--- src/hdl/tgf_pkg.sv ---
`default_nettype none
package tgf_pkg;

   localparam int MAX_WIDTH   = 256;
   localparam int MAX_HEIGHT  = 256;
   localparam int TILE_BITS   = 16;
   localparam int STORE_DEPTH = MAX_WIDTH * MAX_HEIGHT;
   localparam int ADDR_BITS   = $clog2(STORE_DEPTH);
   localparam int COORD_BITS  = 8;
   localparam int DIM_BITS    = 9;

   localparam logic [1:0] OP_WRITE = 2'd0;
   localparam logic [1:0] OP_READ  = 2'd1;
   localparam logic [1:0] OP_RECT  = 2'd2;
   localparam logic [1:0] OP_DISC  = 2'd3;

   localparam logic [1:0] REG_MAP_WIDTH  = 2'd0;
   localparam logic [1:0] REG_MAP_HEIGHT = 2'd1;

   typedef enum logic [1:0] {
      MODE_NONE,
      MODE_READ,
      MODE_RECT,
      MODE_DISC
   } mode_type;

   typedef enum logic [2:0] {
      B_CLEAR,
      B_IDLE,
      B_SETUP,
      B_READ,
      B_WALK,
      B_DRAIN,
      B_RESP
   } back_state_type;

   // one classified command, clipped to the grid
   typedef struct packed {
      mode_type                mode;
      logic                    org;
      logic [TILE_BITS-1:0]    tile;
      logic [COORD_BITS-1:0]   lo_x;
      logic [COORD_BITS-1:0]   hi_x;
      logic [COORD_BITS-1:0]   lo_y;
      logic [COORD_BITS-1:0]   hi_y;
      logic [COORD_BITS-1:0]   cx;
      logic [COORD_BITS-1:0]   cy;
      logic [2*COORD_BITS-1:0] rsq;
   } job_type;

   typedef struct packed {
      logic full;
      logic empty;
   } queue_status_type;

endpackage
`default_nettype wire

--- src/hdl/tgf_front.sv ---
`default_nettype none
module tgf_front (
   input  wire logic                          clock,
   input  wire logic                          reset,
   input  wire logic                          start,
   output logic                               busy,
   input  wire logic [1:0]                    req_opcode,
   input  wire logic signed [9:0]             req_pos_x,
   input  wire logic signed [9:0]             req_pos_y,
   input  wire logic [8:0]                    req_rect_w,
   input  wire logic [8:0]                    req_rect_h,
   input  wire logic [7:0]                    req_radius,
   input  wire logic signed [15:0]            req_tile_value,
   input  wire logic                          csr_valid,
   output logic                               csr_ready,
   input  wire logic [1:0]                    csr_index,
   input  wire logic [8:0]                    csr_data,
   input  wire tgf_pkg::queue_status_type     q_status,
   input  wire logic                          clearing,
   output logic                               push,
   output tgf_pkg::job_type                   push_job,
   output logic [tgf_pkg::DIM_BITS-1:0]       used_width
);

   logic [8:0] map_width_ff, map_width_in;
   logic [8:0] map_height_ff, map_height_in;
   logic [8:0] uw, uh;
   logic       org;
   logic [7:0] x8, y8, uw_m1, uh_m1;
   logic [9:0] ex, ey, dxs, dys;
   logic [7:0] rect_hx, rect_hy, disc_lx, disc_ly, disc_hx, disc_hy;

   assign csr_ready = 1'b1;

   always_comb begin
      map_width_in  = map_width_ff;
      map_height_in = map_height_ff;
      if (csr_valid && csr_ready) begin
         case (csr_index)
            tgf_pkg::REG_MAP_WIDTH:  map_width_in  = csr_data;
            tgf_pkg::REG_MAP_HEIGHT: map_height_in = csr_data;
            default: ;
         endcase
      end
   end

   always_ff @(posedge clock) begin
      if (reset) begin
         map_width_ff  <= 9'(tgf_pkg::MAX_WIDTH);
         map_height_ff <= 9'(tgf_pkg::MAX_HEIGHT);
      end else begin
         map_width_ff  <= map_width_in;
         map_height_ff <= map_height_in;
      end
   end

   // saturate to the store size
   assign uw = (map_width_ff > 9'(tgf_pkg::MAX_WIDTH)) ? 9'(tgf_pkg::MAX_WIDTH) : map_width_ff;
   assign uh = (map_height_ff > 9'(tgf_pkg::MAX_HEIGHT)) ? 9'(tgf_pkg::MAX_HEIGHT)
                                                         : map_height_ff;
   assign used_width = uw;

   assign org = !req_pos_x[9] && !req_pos_y[9] &&
                (req_pos_x[8:0] < uw) && (req_pos_y[8:0] < uh);

   // coordinates only matter once the origin is inside
   assign x8    = req_pos_x[7:0];
   assign y8    = req_pos_y[7:0];
   assign uw_m1 = 8'(uw - 9'd1);
   assign uh_m1 = 8'(uh - 9'd1);

   assign ex      = {1'b0, req_pos_x[8:0]} + {1'b0, req_rect_w};
   assign ey      = {1'b0, req_pos_y[8:0]} + {1'b0, req_rect_h};
   assign rect_hx = (ex <= {1'b0, uw}) ? 8'(ex - 10'd1) : uw_m1;
   assign rect_hy = (ey <= {1'b0, uh}) ? 8'(ey - 10'd1) : uh_m1;

   assign dxs     = {2'b00, x8} + {2'b00, req_radius};
   assign dys     = {2'b00, y8} + {2'b00, req_radius};
   assign disc_lx = (x8 >= req_radius) ? (x8 - req_radius) : 8'd0;
   assign disc_ly = (y8 >= req_radius) ? (y8 - req_radius) : 8'd0;
   assign disc_hx = (dxs < {1'b0, uw}) ? dxs[7:0] : uw_m1;
   assign disc_hy = (dys < {1'b0, uh}) ? dys[7:0] : uh_m1;

   always_comb begin
      push_job      = '0;
      push_job.mode = tgf_pkg::MODE_NONE;
      push_job.org  = org;
      push_job.tile = req_tile_value[tgf_pkg::TILE_BITS-1:0];
      push_job.lo_x = x8;
      push_job.hi_x = x8;
      push_job.lo_y = y8;
      push_job.hi_y = y8;
      push_job.cx   = x8;
      push_job.cy   = y8;
      push_job.rsq  = (2*tgf_pkg::COORD_BITS)'(req_radius)
                      * (2*tgf_pkg::COORD_BITS)'(req_radius);
      if (org) begin
         case (req_opcode)
            tgf_pkg::OP_WRITE: push_job.mode = tgf_pkg::MODE_RECT;
            tgf_pkg::OP_READ:  push_job.mode = tgf_pkg::MODE_READ;
            tgf_pkg::OP_RECT: begin
               if (req_rect_w != 9'd0 && req_rect_h != 9'd0) begin
                  push_job.mode = tgf_pkg::MODE_RECT;
               end
               push_job.hi_x = rect_hx;
               push_job.hi_y = rect_hy;
            end
            tgf_pkg::OP_DISC: begin
               push_job.mode = tgf_pkg::MODE_DISC;
               push_job.lo_x = disc_lx;
               push_job.hi_x = disc_hx;
               push_job.lo_y = disc_ly;
               push_job.hi_y = disc_hy;
            end
            default: push_job.mode = tgf_pkg::MODE_NONE;
         endcase
      end
   end

   assign busy = clearing || q_status.full;
   assign push = start && !busy;

endmodule
`default_nettype wire

--- config.mk ---
export PLATFORM = sky130hd
export DESIGN_NAME = tgf_front
export DESIGN_NICKNAME = d
export VERILOG_FILES = /design/src/hdl/tgf_pkg.sv /design/src/hdl/tgf_front.sv
export SDC_FILE = /design/constraint.sdc
export NUM_CORES = 1
export LEC_CHECK = 0
export BUFFER_PORTS_ARGS = -buffer_cell sky130_fd_sc_hd__buf_2
export CAP_MARGIN = 20
export CORE_AREA = 5 5 118 120
export DETAILED_ROUTE_END_ITERATION = 10
export DIE_AREA = 0 0 123 125
export PLACE_DENSITY = 0.82
export SYNTH_ARGS = -nofsm -noshare
export SYNTH_HDL_FRONTEND = slang
export SYNTH_SLANG_ARGS = --single-unit
--- constraint.sdc ---
create_clock -name clock -period 4.5 [get_ports clock]
set_input_delay 0 -clock clock [delete_from_list [all_inputs] [get_ports clock]]
set_output_delay 0 -clock clock [all_outputs]
set_load 0.02 [all_outputs]
==> results_dict.tcl <==
set metrics [dict create \
    antenna_found_initial 0 \
    gp_congestion 0.926 \
    h-tree-depth 1 \
    finalPower_mw 1.99 \
    synth-compound-area-share_pct 17.7 \
    ys_ff_latch 18 \
    rsz0062_at_grt "no" \
    clock-sinks 18 \
    status "completed" \
    ff2ff_path_depth 3 \
    synth_mux_area_share_pct 6.83 \
    synthXorXnorAreaFrac_pct 9.94 \
    maxSlewHeadroom_pct 33.9 \
    port_buffers 141 \
    synth-simple-area-share_pct 16.5 \
    die-area_um2 15400 \
    start_util_pct 54.1 \
    synth_fa_ha_area_share_pct 32.8 \
    min_path_cells 0 \
    path_delay_family "adder cells" \
    hold_ws_ns 0.00000774 \
    antenna_cells 0 \
    skew_ns 0 \
    critPathMaxStageDelay_ns 0.54 \
    multi_input_area_um2 5850 \
    ios 177 \
    end_kind "primary output" \
    fillers 1182 \
    wl_per_cell_um 16.4 \
    track_usage_pct 24.3 \
    area_delta_synth_final_pct 10.3 \
    p_leak_nw 3.98 \
    drc 0 \
    setup_tns_ns 0 \
    syn_nets 1152 \
    netlist_instances 906 \
    grt_pass1_wl_mm 31.2 \
    netlist_area_um2 6960 \
    cts_tree "done" \
    ys_seq_area_share_pct 5.18 \
    hold_viol 0 \
    drtIter0Drc 457 \
    drt-total-wl_mm 19.3 \
    yosysWarnings 0 \
    num_vias 6744 \
    clk_latency_ns 0.25 \
    synth_top_family_by_area "adder cells" \
    cpMostUsedCell "fa_1" \
    min_from "req_tile_value[3]" \
    finalSetupViolCount 0 \
    critPathLaunchType "input pin" \
    async_flop_share_pct 0 \
    first_pass_iters 5 \
    seq_area_um2 360 \
    period_share_pct 94.3 \
    worst_pin_slew_ns 0.983 \
    max_freq_mhz 236 \
    slowest_stage "fa_1" \
    nets 1248 \
    maxSlewViolCount 0 \
    crit_buf_inv 5 \
    dp_hpwl_mm 15.9 \
    avgSynthCellArea_um2 7.69 \
    powerDensity_nw_per_um2 259 \
    holdPathEnd "push_job[67]" \
    cts_setup_buffers 0 \
    drive_above_1_share_pct 17.5 \
    hold_class "input pin to primary output" \
    overflow 0 \
    r2r_start "map_width_ff[8]" \
    crit_chain "buf_2 -> inv_1 -> nor2_1 -> fa_1 -> fa_1 -> inv_1 -> fa_1 -> fa_1 -> inv_1 -> ha_1 -> a21oi_1 -> o21ai_0 -> a41oi_1 -> nor2b_1 -> xnor2_1 -> buf_2" \
    ir_drop_v 0.000238 \
    dieWidth_um 123 \
    cts_buffers 3 \
    cts-root-buf "clkbuf_16" \
    r2r_slack_ns 3.49 \
    period_minus_slack_ns 4.24 \
    crit_arrival_ns 4.24 \
    core_um2 12900 \
    ctsLongestPathBuffers 2 \
    maxCapViolations 0 \
    grt_pass1_vias 6714 \
    crit_required_ns 4.50 \
    r2r_end "map_width_ff[8]" \
    grt_max_degree 26 \
    row_count 42 \
    synthFlopType "dfxtp_1" \
    synth_edf_count 0 \
    routed_via_density 5.73 \
    postRouteAntennaNets 0 \
    die_y_um 125 \
    critPathKind "input pin to primary output" \
    synth_cell_types 61 \
    cp_max_fo 8 \
]
-- state kept, by name (all words and copies together), names as in the netlist --
name	cells
map_height_ff	9
map_width_ff	9
-- metrics by stage --
stage	instances	instance area [um2]	utilization, %	setup slack [ns]
after floorplan	906	6960	-	0.722
after global placement	1172	7570	58.8	0.325
after detailed placement	1172	7570	58.8	0.237
after CTS	1177	7670	59.6	0.232
after global routing	1177	7680	59.6	0.00119
final	1177	7680	59.6	0.256
-- routing by layer --
metal  up-vias  wire length (um)  GRT usage (%)
met5         -                 0              0
met4         0               533           7.62
met3        53              1280           2.08
met2       249              9210           42.3
met1      3152              8270           31.7
li1       3290                 -              -
-- layout by cell type, fill, tap and decap left out, types with 7 or more instances in the layout --
master	netlist	final
o21a_1	8	8
a21oi_1	43	43
a211oi_1	12	11
buf_4	37	8
o21bai_1	13	13
nor2_1	79	78
inv_1	97	97
nand2_1	67	67
mux2i_1	43	43
nor2b_1	14	14
fa_1	31	31
xor2_1	27	27
xnor2_1	52	52
a21o_1	9	9
nand2b_1	10	10
buf_2	8	141
dfxtp_1	18	18
and2_1	7	7
nand3_1	12	12
nand4_1	7	7
ha_1	133	133
o21ai_0	48	48
nor3_1	23	23
o211ai_1	12	12
-- cells by family after synthesis --
family | after synthesis
and+or+nand+nor | 248
other | 2
buffers and inverters | 160
AOI/OAI and AO/OA | 188
muxes | 47
DFF | 18
xor gates and xnor gates | 79
adders and majority gates | 164
-- where the power goes --
group	switching (mW)	internal [mW]
combinational	0.955	0.668
clock	0.0599	0.135
sequential	0.00510	0.165
total	1.02	0.968
-- cell usage after synthesis (7+ instances only) --
| master | instances | share of area (%) |
|---|---|---|
| nand3_1 | 12 | 0.86 |
| nor2_1 | 79 | 4.3 |
| nand2b_1 | 10 | 0.90 |
| mux2i_1 | 43 | 6.2 |
| a211oi_1 | 12 | 1.3 |
| a21o_1 | 9 | 0.97 |
| fa_1 | 31 | 8.9 |
| a21oi_1 | 43 | 3.1 |
| o211ai_1 | 12 | 1.3 |
| nand4_1 | 7 | 0.63 |
| xor2_1 | 27 | 3.4 |
| dfxtp_1 | 18 | 5.2 |
| o21bai_1 | 13 | 1.4 |
| xnor2_1 | 52 | 6.5 |
| and2_1 | 7 | 0.63 |
| o21ai_0 | 48 | 3.5 |
| clkbuf_1 | 12 | 0.65 |
| ha_1 | 133 | 24 |
| nor2b_1 | 14 | 1.3 |
| nor3_1 | 23 | 1.7 |
| buf_4 | 37 | 4.0 |
| buf_2 | 8 | 0.58 |
| inv_1 | 97 | 5.2 |
| nand2_1 | 67 | 3.6 |
| o21a_1 | 8 | 0.86 |
-- what timing repair did --
action	CTS	global route
gates resized for setup	0	2
endpoints found under the hold margin	1	0
hold buffers	1	0
setup endpoints to repair	0	3
-- worst register-to-register path: stages, from the launching register on --
cell and delay [ns]:
dfxtp_1 0.36, inv_2 0.20, nor2_1 0.08, a211o_1 0.27
-- cell type report --
type	instances	area share [%]
Timing Repair Buffer	150	10.1
Inverter	101	4.95
Clock buffer	4	1.16
Sequential cell	18	4.69
Multi-Input combinational cell	728	76.2
Tap cell	176	2.87
-- worst max-delay path by stage --
stage | end | slack [ns] | depth (start not counted) | startpoint
after detailed placement | push_job[12] | 0.24 | 16 | req_radius[2]
final | push_job[12] | 0.26 | 16 | req_radius[5]
after CTS | push_job[15] | 0.23 | 19 | req_radius[2]
after global routing | push_job[12] | 0.001 | 16 | req_radius[5]
after floorplan | push_job[15] | 0.72 | 17 | req_radius[1]
after global placement | push_job[12] | 0.33 | 16 | req_radius[2]
No activity file was read; power rests on OpenSTA's default activity.
