$ cat src/hdl/tgf_pkg.sv
`default_nettype none
package tgf_pkg;

   localparam int MAX_WIDTH   = 256;
   localparam int MAX_HEIGHT  = 256;
   localparam int TILE_BITS   = 16;
   localparam int STORE_DEPTH = MAX_WIDTH * MAX_HEIGHT;
   localparam int ADDR_BITS   = $clog2(STORE_DEPTH);
   localparam int COORD_BITS  = 8;
   localparam int DIM_BITS    = 9;

   localparam logic [1:0] OP_WRITE = 2'd0;
   localparam logic [1:0] OP_READ  = 2'd1;
   localparam logic [1:0] OP_RECT  = 2'd2;
   localparam logic [1:0] OP_DISC  = 2'd3;

   localparam logic [1:0] REG_MAP_WIDTH  = 2'd0;
   localparam logic [1:0] REG_MAP_HEIGHT = 2'd1;

   typedef enum logic [1:0] {
      MODE_NONE,
      MODE_READ,
      MODE_RECT,
      MODE_DISC
   } mode_type;

   typedef enum logic [2:0] {
      B_CLEAR,
      B_IDLE,
      B_SETUP,
      B_READ,
      B_WALK,
      B_DRAIN,
      B_RESP
   } back_state_type;

   // one classified command, clipped to the grid
   typedef struct packed {
      mode_type                mode;
      logic                    org;
      logic [TILE_BITS-1:0]    tile;
      logic [COORD_BITS-1:0]   lo_x;
      logic [COORD_BITS-1:0]   hi_x;
      logic [COORD_BITS-1:0]   lo_y;
      logic [COORD_BITS-1:0]   hi_y;
      logic [COORD_BITS-1:0]   cx;
      logic [COORD_BITS-1:0]   cy;
      logic [2*COORD_BITS-1:0] rsq;
   } job_type;

   typedef struct packed {
      logic full;
      logic empty;
   } queue_status_type;

endpackage
`default_nettype wire

$ cat src/hdl/tgf_queue.sv
`default_nettype none
module tgf_queue (
   input  wire logic                      clock,
   input  wire logic                      reset,
   input  wire logic                      push,
   input  wire tgf_pkg::job_type          push_job,
   input  wire logic                      pop,
   output tgf_pkg::job_type               head_job,
   output tgf_pkg::queue_status_type      status
);

   tgf_pkg::job_type entry_ff [0:1];
   logic       wr_ptr_ff, wr_ptr_in;
   logic       rd_ptr_ff, rd_ptr_in;
   logic [1:0] count_ff, count_in;

   always_comb begin
      wr_ptr_in = wr_ptr_ff;
      rd_ptr_in = rd_ptr_ff;
      count_in  = count_ff;
      if (push) begin
         wr_ptr_in = ~wr_ptr_ff;
      end
      if (pop) begin
         rd_ptr_in = ~rd_ptr_ff;
      end
      if (push && !pop) begin
         count_in = count_ff + 2'd1;
      end else if (pop && !push) begin
         count_in = count_ff - 2'd1;
      end
   end

   always_ff @(posedge clock) begin
      if (reset) begin
         wr_ptr_ff <= 1'b0;
         rd_ptr_ff <= 1'b0;
         count_ff  <= 2'd0;
      end else begin
         wr_ptr_ff <= wr_ptr_in;
         rd_ptr_ff <= rd_ptr_in;
         count_ff  <= count_in;
      end
   end

   always_ff @(posedge clock) begin
      if (push) begin
         entry_ff[wr_ptr_ff] <= push_job;
      end
   end

   assign head_job     = entry_ff[rd_ptr_ff];
   assign status.full  = (count_ff == 2'd2);
   assign status.empty = (count_ff == 2'd0);

endmodule
`default_nettype wire

$ cat config.mk
export PLATFORM = sky130hd
export DESIGN_NAME = tgf_queue
export DESIGN_NICKNAME = d
export VERILOG_FILES = /design/src/hdl/tgf_pkg.sv /design/src/hdl/tgf_queue.sv
export SDC_FILE = /design/constraint.sdc
export NUM_CORES = 1
export LEC_CHECK = 0
export BUFFER_PORTS_ARGS = -buffer_cell sky130_fd_sc_hd__buf_2
export CELL_PAD_IN_SITES_DETAIL_PLACEMENT = 1
export CELL_PAD_IN_SITES_GLOBAL_PLACEMENT = 1
export CORE_MARGIN = 2
export CORE_UTILIZATION = 44
export CTS_BUF_LIST = sky130_fd_sc_hd__clkbuf_16
export CTS_CLUSTER_DIAMETER = 150
export DETAILED_ROUTE_END_ITERATION = 10
export PLACE_DENSITY = 0.84
export SYNTH_ARGS = -nofsm -noshare
export SYNTH_HDL_FRONTEND = slang
export SYNTH_SLANG_ARGS = --single-unit
$ cat constraint.sdc
create_clock -name clock -period 6.4 [get_ports clock]
set_input_delay 0.32 -clock clock [delete_from_list [all_inputs] [get_ports clock]]
set_output_delay 0.32 -clock clock [all_outputs]
set_load 0.02 [all_outputs]
==> reports/metrics.yaml, run 1 <==
power:
  ir_worst_vdd_mv: 0.210
  seq_power_share: 0.489
  p_leak_nw: 2.96
  p_int_w: 0.00212
  p_clk_frac: 0.405
  power_frac_comb: 0.106
  sw_frac_of_total: 0.227
  switchingPower_w: 0.000625
  pwr_density_cell_nw_per_um2: 349
logic_synthesis:
  syn_area_per_cell_sq_um: 22.2
  synth_area_sq_um: 6220
  synth_top_area_frac: 0.802
  netlist_top_cells_count: "edfxtp_1 (166), mux2_2 (83), buf_6 (7)"
  synth_edf_count: 166
  synth-main-ff-cell: "edfxtp_1"
  ys_types: 17
  yosysWarnings: 0
  synth_top_area_cell: "edfxtp_1"
  ys_seq_area_frac: 0.818
  synth_area_leaders: "edfxtp_1 (80%), mux2_2 (15%), dfxtp_1 (1.6%)"
  synthArstFlopShare: 0
  synth_cells: 280
  syn_nets: 368
  yosys_register_bits: 171
  yosysMostFrequentCell: "edfxtp_1"
clocking:
  clk_pin_slew_ns: 0.06
  clk_latency_ns: 0.42
  cts_resized: 0
  cts.sinks: 171
  htree_levels: 4
  ctsHoldBuffers: 0
  post_cts_buffers: 0
  numCtsBuffers: 17
  cts_root_buf: "clkbuf_16"
  cts_tree: "built"
  cts_buffer_depth: 2
global_route:
  grt_max_degree: 84
  grt_usage: 0.162
  antenna_found_initial: 0
  gr-total-overflow: 0
  grt_pass1_vias: 3478
  grt_pass1_wl_um: 17900
placement:
  dp_hpwl_um: 7480
  place.gp.congestion: 0.665
  post-place-cells: 624
  io_buffers: 171
layout:
  fillers: 1290
  regArea_sq_um: 5090
  antenna_cells: 0
  multi_input_area_sq_um: 1050
  fin_cells: 656
  final_layout_size_suffix_gt1_frac: 0.611
  layout.nets: 551
  syn_to_final_growth_pct: 26.8
detailed_routing:
  wl_met2_um: 6160
  m1WireLength_um: 4680
  firstDrtPassIters: 4
  topRoutingLayerUsed: "met4"
  vias: 3206
  viasPerCell: 4.89
  drc: 0
  route.met3.wl_um: 882
  drt.antenna.violating_nets: 0
  initialDrtViolationCount: 210
  wirelength_um: 11900
  wl_per_cell_um: 18.1
sta:
  fin_skew_ns: 0.00436
  fmax_ghz: 0.401
  worst_pin_slew_ns: 1.16
  tns_ns: 0
  hold_viol_final: 0
  fin_crit_ns: 2.49
  finalCritPeriodShare: 0.389
  finalSetupViolations: 0
  slew_viol_final: 0
  relSlewSlack: 0.228
  grt_setup_unrepaired: "false"
hold_path:
  hold_path_startpoint: "push_job[82]"
  hold_path_class: "input port to register"
  worstHoldEndpoint: "entry_ff[0][82]$_DFFE_PP_"
  holdPathStages: 1
floorplan:
  io_pins: 172
  rows: 43
  core-area_sq_um: 13800
  initial_utilization: 0.450
  die_w_um: 123
  die_h_um: 123
  dieArea_sq_um: 15100
setup_path:
  cp.arrival_ns: 2.17
  r2r-start: "wr_ptr_ff$_SDFFE_PP0P_"
  crit_fanout: 83
  crit_type: "register to output port"
  cp-end-kind: "output port"
  required_ns: 6.08
  rr_worst_depth: 1
  startpoint_type: "register"
  r2r_slack_ns: 4.62
  r2r-end: "entry_ff[1][13]$_DFFE_PP_"
run:
  cap_violations: 0
status:
  status: "completed"
layer usage:
| metal | up-vias | GRT usage |
|---|---|---|
| li1 | 1472 | - |
| met1 | 1604 | 0.191 |
| met2 | 120 | 0.270 |
| met3 | 10 | 0.0651 |
| met4 | 0 | 0.0553 |
| met5 | - | 0 |
flip-flops by register name, indices dropped and copies added (netlist names), named ones only:
signal / cells
entry_ff: 166
count_ff: 2
rd_ptr_ff: 1
wr_ptr_ff: 1
worst max-delay path, cell delays in order (launching register included):
cell and delay [ns]:
dfxtp_4 1.09, mux2_2 0.45, buf_2 0.17
cell type report:
type | instances | area share
Inverter | 1 | 0.000476
Multi-Input combinational cell | 99 | 0.133
Clock buffer | 17 | 0.0540
Clock inverter | 15 | 0.0279
Sequential cell | 171 | 0.646
Timing Repair Buffer | 173 | 0.110
Tap cell | 180 | 0.0286
cells in the final DEF, fill, tap and decap left out:
master / synthesis / layout
mux2_2: 83 / 83
and2_4: 0 / 1
buf_4: 1 / 2
xor2_1: 2 / 2
nor2b_4: 0 / 1
nor2_1: 5 / 5
ha_1: 1 / 1
clkinv_1: 0 / 1
a21oi_1: 1 / 1
clkbuf_16: 0 / 17
o21ai_0: 1 / 1
and2b_2: 1 / 1
dfxtp_4: 0 / 1
inv_6: 0 / 3
or3_1: 1 / 1
inv_1: 1 / 1
buf_2: 1 / 171
bufinv_16: 0 / 5
dfxtp_1: 5 / 4
clkinv_2: 0 / 2
clkinvlp_4: 0 / 4
xnor2_1: 2 / 2
edfxtp_1: 166 / 166
power groups by stage:
stage	logic (W)	registers, W	clock network, W
after floorplan	0.000206	0.00135	0
after global placement	0.000288	0.00136	0
after detailed placement	0.000295	0.00137	0
after CTS	0.000297	0.00135	0.00113
after global routing	0.000314	0.00135	0.00118
final	0.000292	0.00134	0.00111
metrics by stage:
step           setup WS [ns]  utilization  total power (W)  hold slack, ns  area, sq um
6_report                3.91        0.570          0.00275          0.0850         7880
5_1_grt                 3.77        0.570          0.00285          0.0611         7880
4_1_cts                 3.87        0.570          0.00278          0.0654         7880
3_5_place_dp            4.32        0.523          0.00166           0.504         7240
3_3_place_gp            4.34        0.523          0.00165           0.483         7240
2_1_floorplan           1.86            -          0.00155           0.389         6220
cells by family (layout without fill, tap and decap cells):
| kind of cell | count (synthesis) | in the layout | synth area share |
|---|---|---|---|
| buffers and inverters | 10 | 206 | 0.0153 |
| adders and majority gates | 1 | 1 | 0.00201 |
| muxes | 83 | 83 | 0.150 |
| xor gates and xnor gates | 4 | 4 | 0.00563 |
| DFF | 171 | 171 | 0.818 |
| and+or+nand+nor | 9 | 9 | 0.00745 |
| AOI/OAI and AO/OA | 2 | 2 | 0.00161 |
worst max path at each step:
stage	depth (start not counted)	slack, ns	start	to
CTS	2	3.87	register	head_job[76]
global placement	2	4.34	register	head_job[53]
finish	2	3.91	register	head_job[53]
floorplan	1	1.86	wr_ptr_ff$_SDFFE_PP0P_	entry_ff[0][0]$_DFFE_PP_
detailed placement	2	4.32	register	head_job[53]
global route	2	3.77	register	head_job[69]
No activity file was read; power rests on OpenSTA's default activity.
==> run 2: changes to the inputs <==
CORE_UTILIZATION = 39   (was 44)
PLACE_DENSITY = 0.8   (was 0.84)
clock period = 2.1 ns   (was 6.4 ns; I/O delays follow)
==> run 2 against run 1 <==
Net effect:
- clock power rose to 2.6 times the previous value
- clock-buffer cell count unchanged
- global-route usage up 1.3 points
- sequential power rose to 3.0 times the previous value
- combinational power rose to 3.8 times the previous value
- register-to-register slack worse by 4.0 ns
- core utilization down 1.2 points
- critical endpoint is now head_job[50]
- largest power group unchanged
==> reports/metrics.yaml, run 2 (synthesis results as in run 1) <==
status:
  status: "completed"
run:
  cap_violations: 0
layout:
  final_cell_mix: "buf_2 (171), edfxtp_1 (166), dlygate4sd3_1 (87), mux2_2 (83), clkbuf_16 (17)"
  layout_commonest_cell: "buf_2"
  final_layout_size_suffix_gt1_frac: 0.510
  reg_top3: "entry_ff (166), count_ff (2)"
  layout.nets: 642
  largest_reg_flops: 166
  fillers: 1493
  multi_input_area_sq_um: 1050
  regMostFlops: "entry_ff"
  regArea_sq_um: 5090
  syn_to_final_growth_pct: 41.0
sta:
  fmax_ghz: 0.515
  tns_ns: 0
  finalCritPeriodShare: 0.924
  layout_setup_ws_ns: 0.159
  finalSetupViolations: 0
  grt_setup_unrepaired: "false"
  hold_viol_final: 0
  slew_viol_final: 0
  fin_skew_ns: 0.00663
  relSlewSlack: 0.600
  worst_pin_slew_ns: 0.600
  fin_crit_ns: 1.94
power:
  p_leak_nw: 3.31
  sw_frac_of_total: 0.241
  switchingPower_w: 0.00193
  p_clk_frac: 0.356
  p_int_w: 0.00609
  pwr_density_cell_nw_per_um2: 914
  power_frac_comb: 0.138
  ir_worst_vdd_mv: 0.579
  seq_power_share: 0.506
clocking:
  numCtsBuffers: 17
  ctsHoldBuffers: 87
  post_cts_buffers: 0
  cts_resized: 0
  clk_pin_slew_ns: 0.06
  htree_levels: 4
  cts.sinks: 171
  clk_latency_ns: 0.42
  cts_root_buf: "clkbuf_16"
  cts_buffer_depth: 2
  cts_tree: "built"
detailed_routing:
  vias: 3544
  drt.antenna.violating_nets: 0
  viasPerCell: 4.52
  wirelength_um: 14300
  drc: 0
  wl_per_cell_um: 18.3
  firstDrtPassIters: 4
  initialDrtViolationCount: 179
floorplan:
  io_pins: 172
  rows: 46
  initial_utilization: 0.396
  core-area_sq_um: 15700
  die_h_um: 130
  die_w_um: 130
  dieArea_sq_um: 17000
setup_path:
  startpoint_type: "register"
  crit_fanout: 34
  cp-end-kind: "output port"
  cp.arrival_ns: 1.84
  crit_type: "register to output port"
  required_ns: 2.00
placement:
  dp_hpwl_um: 8290
  place.gp.congestion: 0.712
  io_buffers: 171
  pre_cts_ws_ns: 0.573
global_route:
  grt_pass1_vias: 3954
  grt_pass1_wl_um: 21600
  grt_usage: 0.175
  grt_max_degree: 44
  antenna_found_initial: 0
  gr-total-overflow: 0
hold_path:
  hold_path_class: "input port to register"
==> run 2: metal layers <==
| metal | global-route usage | vias up | share of wire |
|---|---|---|---|
| met1 | 0.192 | 1741 | 0.37 |
| li1 | - | 1654 | - |
| met2 | 0.316 | 122 | 0.55 |
| met3 | 0.0500 | 27 | 0.053 |
| met4 | 0.0784 | 0 | 0.024 |
| met5 | 0 | - | 0 |
==> run 2: cell type report <==
class | instances | area share
Tap cell | 216 | 0.0308
Multi-Input combinational cell | 99 | 0.120
Inverter | 1 | 0.000428
Clock inverter | 15 | 0.0126
Sequential cell | 171 | 0.580
Timing Repair Buffer | 264 | 0.208
Clock buffer | 17 | 0.0485
Antenna cell | 1 | 0.000285
==> run 2: power groups by stage <==
stage / Combinational (W) / Clock [W] / Sequential [W]
2_1_floorplan: 0.000631 / 0 / 0.00409
3_3_place_gp: 0.000946 / 0 / 0.00411
3_5_place_dp: 0.000974 / 0 / 0.00413
4_1_cts: 0.00111 / 0.00291 / 0.00406
5_1_grt: 0.00119 / 0.00304 / 0.00408
6_report: 0.00111 / 0.00285 / 0.00406
==> run 2: worst max-delay path, cell delays in order, from the launching register on <==
cell and delay [ns]:
dfxtp_4 0.58, buf_12 0.26, mux2_2 0.37, buf_2 0.17
==> run 2: final timing paths <==
path | startpoint | end | slack, ns | cells past startpoint
max | register | head_job[50] | 0.16 | 3
min | push_job[44] | entry_ff[1][44]$_DFFE_PP_ | 0.41 | 2
max reg2reg | wr_ptr_ff$_SDFFE_PP0P_ | entry_ff[1][55]$_DFFE_PP_ | 0.60 | 2
min reg2reg | rd_ptr_ff$_SDFFE_PP0P_ | rd_ptr_ff$_SDFFE_PP0P_ | 0.52 | 2
==> run 2: per-stage QoR <==
stage	utilization	power (W)	hold slack (ns)	std cells	cell area, sq um
6_report	0.558	0.00802	0.407	784	8770
5_1_grt	0.558	0.00831	0.395	783	8770
4_1_cts	0.558	0.00808	0.384	783	8770
3_5_place_dp	0.469	0.00510	0.296	664	7360
3_3_place_gp	0.469	0.00506	0.294	664	7360
2_1_floorplan	-	0.00472	0.174	280	6230
==> run 3: changes to the inputs <==
ABC_AREA = 1   (was default)
CORE_UTILIZATION = 40   (was 39)
==> run 3 against run 2 <==
Net effect:
- global-route usage fell by 0.41 points
- non-clock buffer count rose by 1
- power rose by 1.1%
- largest power group unchanged
==> reports/metrics.yaml, run 3 <==
setup_path:
  crit_family: "buffers and inverters"
  startpoint_type: "register"
  cp.arrival_ns: 1.73
  rr_worst_depth: 3
  crit_type: "register to output port"
  r2r_slack_ns: 0.73
  required_ns: 2.00
  crit_fanout: 25
  slowest_delay_ns: 0.40
  path_buf_inv: 2
  path_cells: "buf_4 > mux2_2 > buf_2"
  path_depth: 3
  cp-end-kind: "output port"
  slowest_stage: "buf_4"
global_route:
  grt_pass1_wl_um: 22800
  grt_max_degree: 61
  antenna_found_initial: 0
  grt_pass1_vias: 4173
  grt_usage: 0.171
  gr-total-overflow: 0
layout:
  reg_top3: "entry_ff (166), count_ff (2)"
  final_cell_mix: "buf_2 (171), edfxtp_1 (166), dlygate4sd3_1 (87), mux2_4 (70), clkbuf_16 (17)"
  regMostFlops: "entry_ff"
  layout.nets: 654
  final_layout_size_suffix_gt1_frac: 0.508
  syn_to_final_growth_pct: 38.0
  antenna_cells: 0
  final_util: 0.568
  largest_reg_flops: 166
  fin_cells: 795
  fillers: 1479
  layout_commonest_cell: "buf_2"
logic_synthesis:
  synth_top_area_frac: 0.759
  synth_cells: 291
  synthArstFlopShare: 0
  yosys_register_bits: 171
  ys_seq_area_frac: 0.775
  syn_nets: 379
  netlist_top_cells_count: "edfxtp_1 (166), mux2_4 (70), mux2_2 (13)"
  synth_top_area_cell: "edfxtp_1"
  yosysMostFrequentCell: "edfxtp_1"
  synth-main-ff-cell: "edfxtp_1"
  synth_edf_count: 166
  syn_area_per_cell_sq_um: 22.6
  synth_area_leaders: "edfxtp_1 (76%), mux2_4 (16%), mux2_2 (2.2%)"
  ys_types: 17
  synth_area_sq_um: 6570
  yosysWarnings: 0
clocking:
  numCtsBuffers: 17
  clk_latency_ns: 0.42
  cts_resized: 0
  cts_root_buf: "clkbuf_16"
  cts_tree: "built"
  cts.sinks: 171
  clk_pin_slew_ns: 0.07
  htree_levels: 4
  post_cts_buffers: 0
  ctsHoldBuffers: 87
  cts_buffer_depth: 2
power:
  p_total_w: 0.00811
  p_leak_nw: 3.61
  ir_worst_vdd_mv: 0.518
  pwr_density_cell_nw_per_um2: 895
floorplan:
  core-area_sq_um: 15900
  die_w_um: 132
  rows: 46
  dieArea_sq_um: 17500
  die_h_um: 132
  initial_utilization: 0.412
  io_pins: 172
detailed_routing:
  viasPerCell: 4.54
  topRoutingLayerUsed: "met4"
  drt.antenna.violating_nets: 0
  wirelength_um: 14400
  wl_per_cell_um: 18.1
  initialDrtViolationCount: 135
  drc: 0
  vias: 3607
  wl_met2_um: 8010
  m1WireLength_um: 5430
  route.met3.wl_um: 667
  firstDrtPassIters: 4
placement:
  place.gp.congestion: 0.683
  dp_hpwl_um: 8290
  io_buffers: 171
  post-place-cells: 676
sta:
  grt_setup_unrepaired: "false"
  fin_skew_ns: 0.00983
  fin_crit_ns: 1.84
  fmax_ghz: 0.544
  hold_viol_final: 0
  worst_pin_slew_ns: 0.463
  tns_ns: 0
  relSlewSlack: 0.692
  fin_hold_ws_ns: 0.414
  slew_viol_final: 0
  finalCritPeriodShare: 0.876
  finalSetupViolations: 0
hold_path:
  holdPathStages: 2
  hold_path_class: "input port to register"
run:
  cap_violations: 0
status:
  status: "completed"
-- run 3: cell count changes in the layout (fill, tap and decap cells not counted), moves of 3 or more --
cell | previous run | this run
mux2_2 | 83 | 13
clkinv_1 | 5 | 1
clkinv_2 | 1 | 4
mux2_4 | 0 | 70
inv_1 | 3 | 9
inv_6 | 1 | 4
nand2_1 | 0 | 5
-- run 3: cells by family after synthesis --
kind of cell,count (synthesis),synth area share
DFF,171,0.775
muxes,83,0.182
xor gates and xnor gates,1,0.00133
AOI/OAI and AO/OA,2,0.00152
buffers and inverters,18,0.0290
and+or+nand+nor,15,0.00934
adders and majority gates,1,0.00191
-- run 3: worst paths after layout --
path                               start                         to
hold reg to reg   rd_ptr_ff$_SDFFE_PP0P_     rd_ptr_ff$_SDFFE_PP0P_
setup reg to reg  wr_ptr_ff$_SDFFE_PP0P_  entry_ff[1][34]$_DFFE_PP_
setup / recovery                register                head_job[7]
hold / removal              push_job[27]  entry_ff[1][27]$_DFFE_PP_
-- run 3: final cells by class --
type,instances,area (sq um),area share
repair buffers,265,1820,0.201
clock buffers,17,425,0.0470
well taps,216,270,0.0298
inverters,9,37.5,0.00414
flip-flops and latches,171,5090,0.562
multi-input cells,102,1300,0.143
clock inverters,15,124,0.0137
-- run 3: worst reg2reg max path, stage by stage, from the launching register on --
cell and delay [ns]:
dfxtp_1 0.41, nand2_1 0.13, clkinvlp_4 0.11, buf_12 0.27
-- run 3: per-layer routing --
metal,vias up,global-route usage
met1,1786,0.180
met3,22,0.0492
met2,117,0.321
met4,0,0.0652
li1,1682,-
met5,-,0
-- run 3: stage by stage --
| stage | cell area, sq um | setup slack (ns) |
|---|---|---|
| after floorplan | 6580 | 0.0644 |
| after global placement | 7640 | 0.685 |
| after detailed placement | 7640 | 0.669 |
| after CTS | 9060 | 0.215 |
| after global routing | 9060 | 0.183 |
| final | 9060 | 0.261 |
-- run 3: power breakdown --
group	switching (W)	total [W]	internal (W)
clock	0.00130	0.00294	0.00163
sequential	0.0000546	0.00400	0.00395
combinational	0.000607	0.00117	0.000562
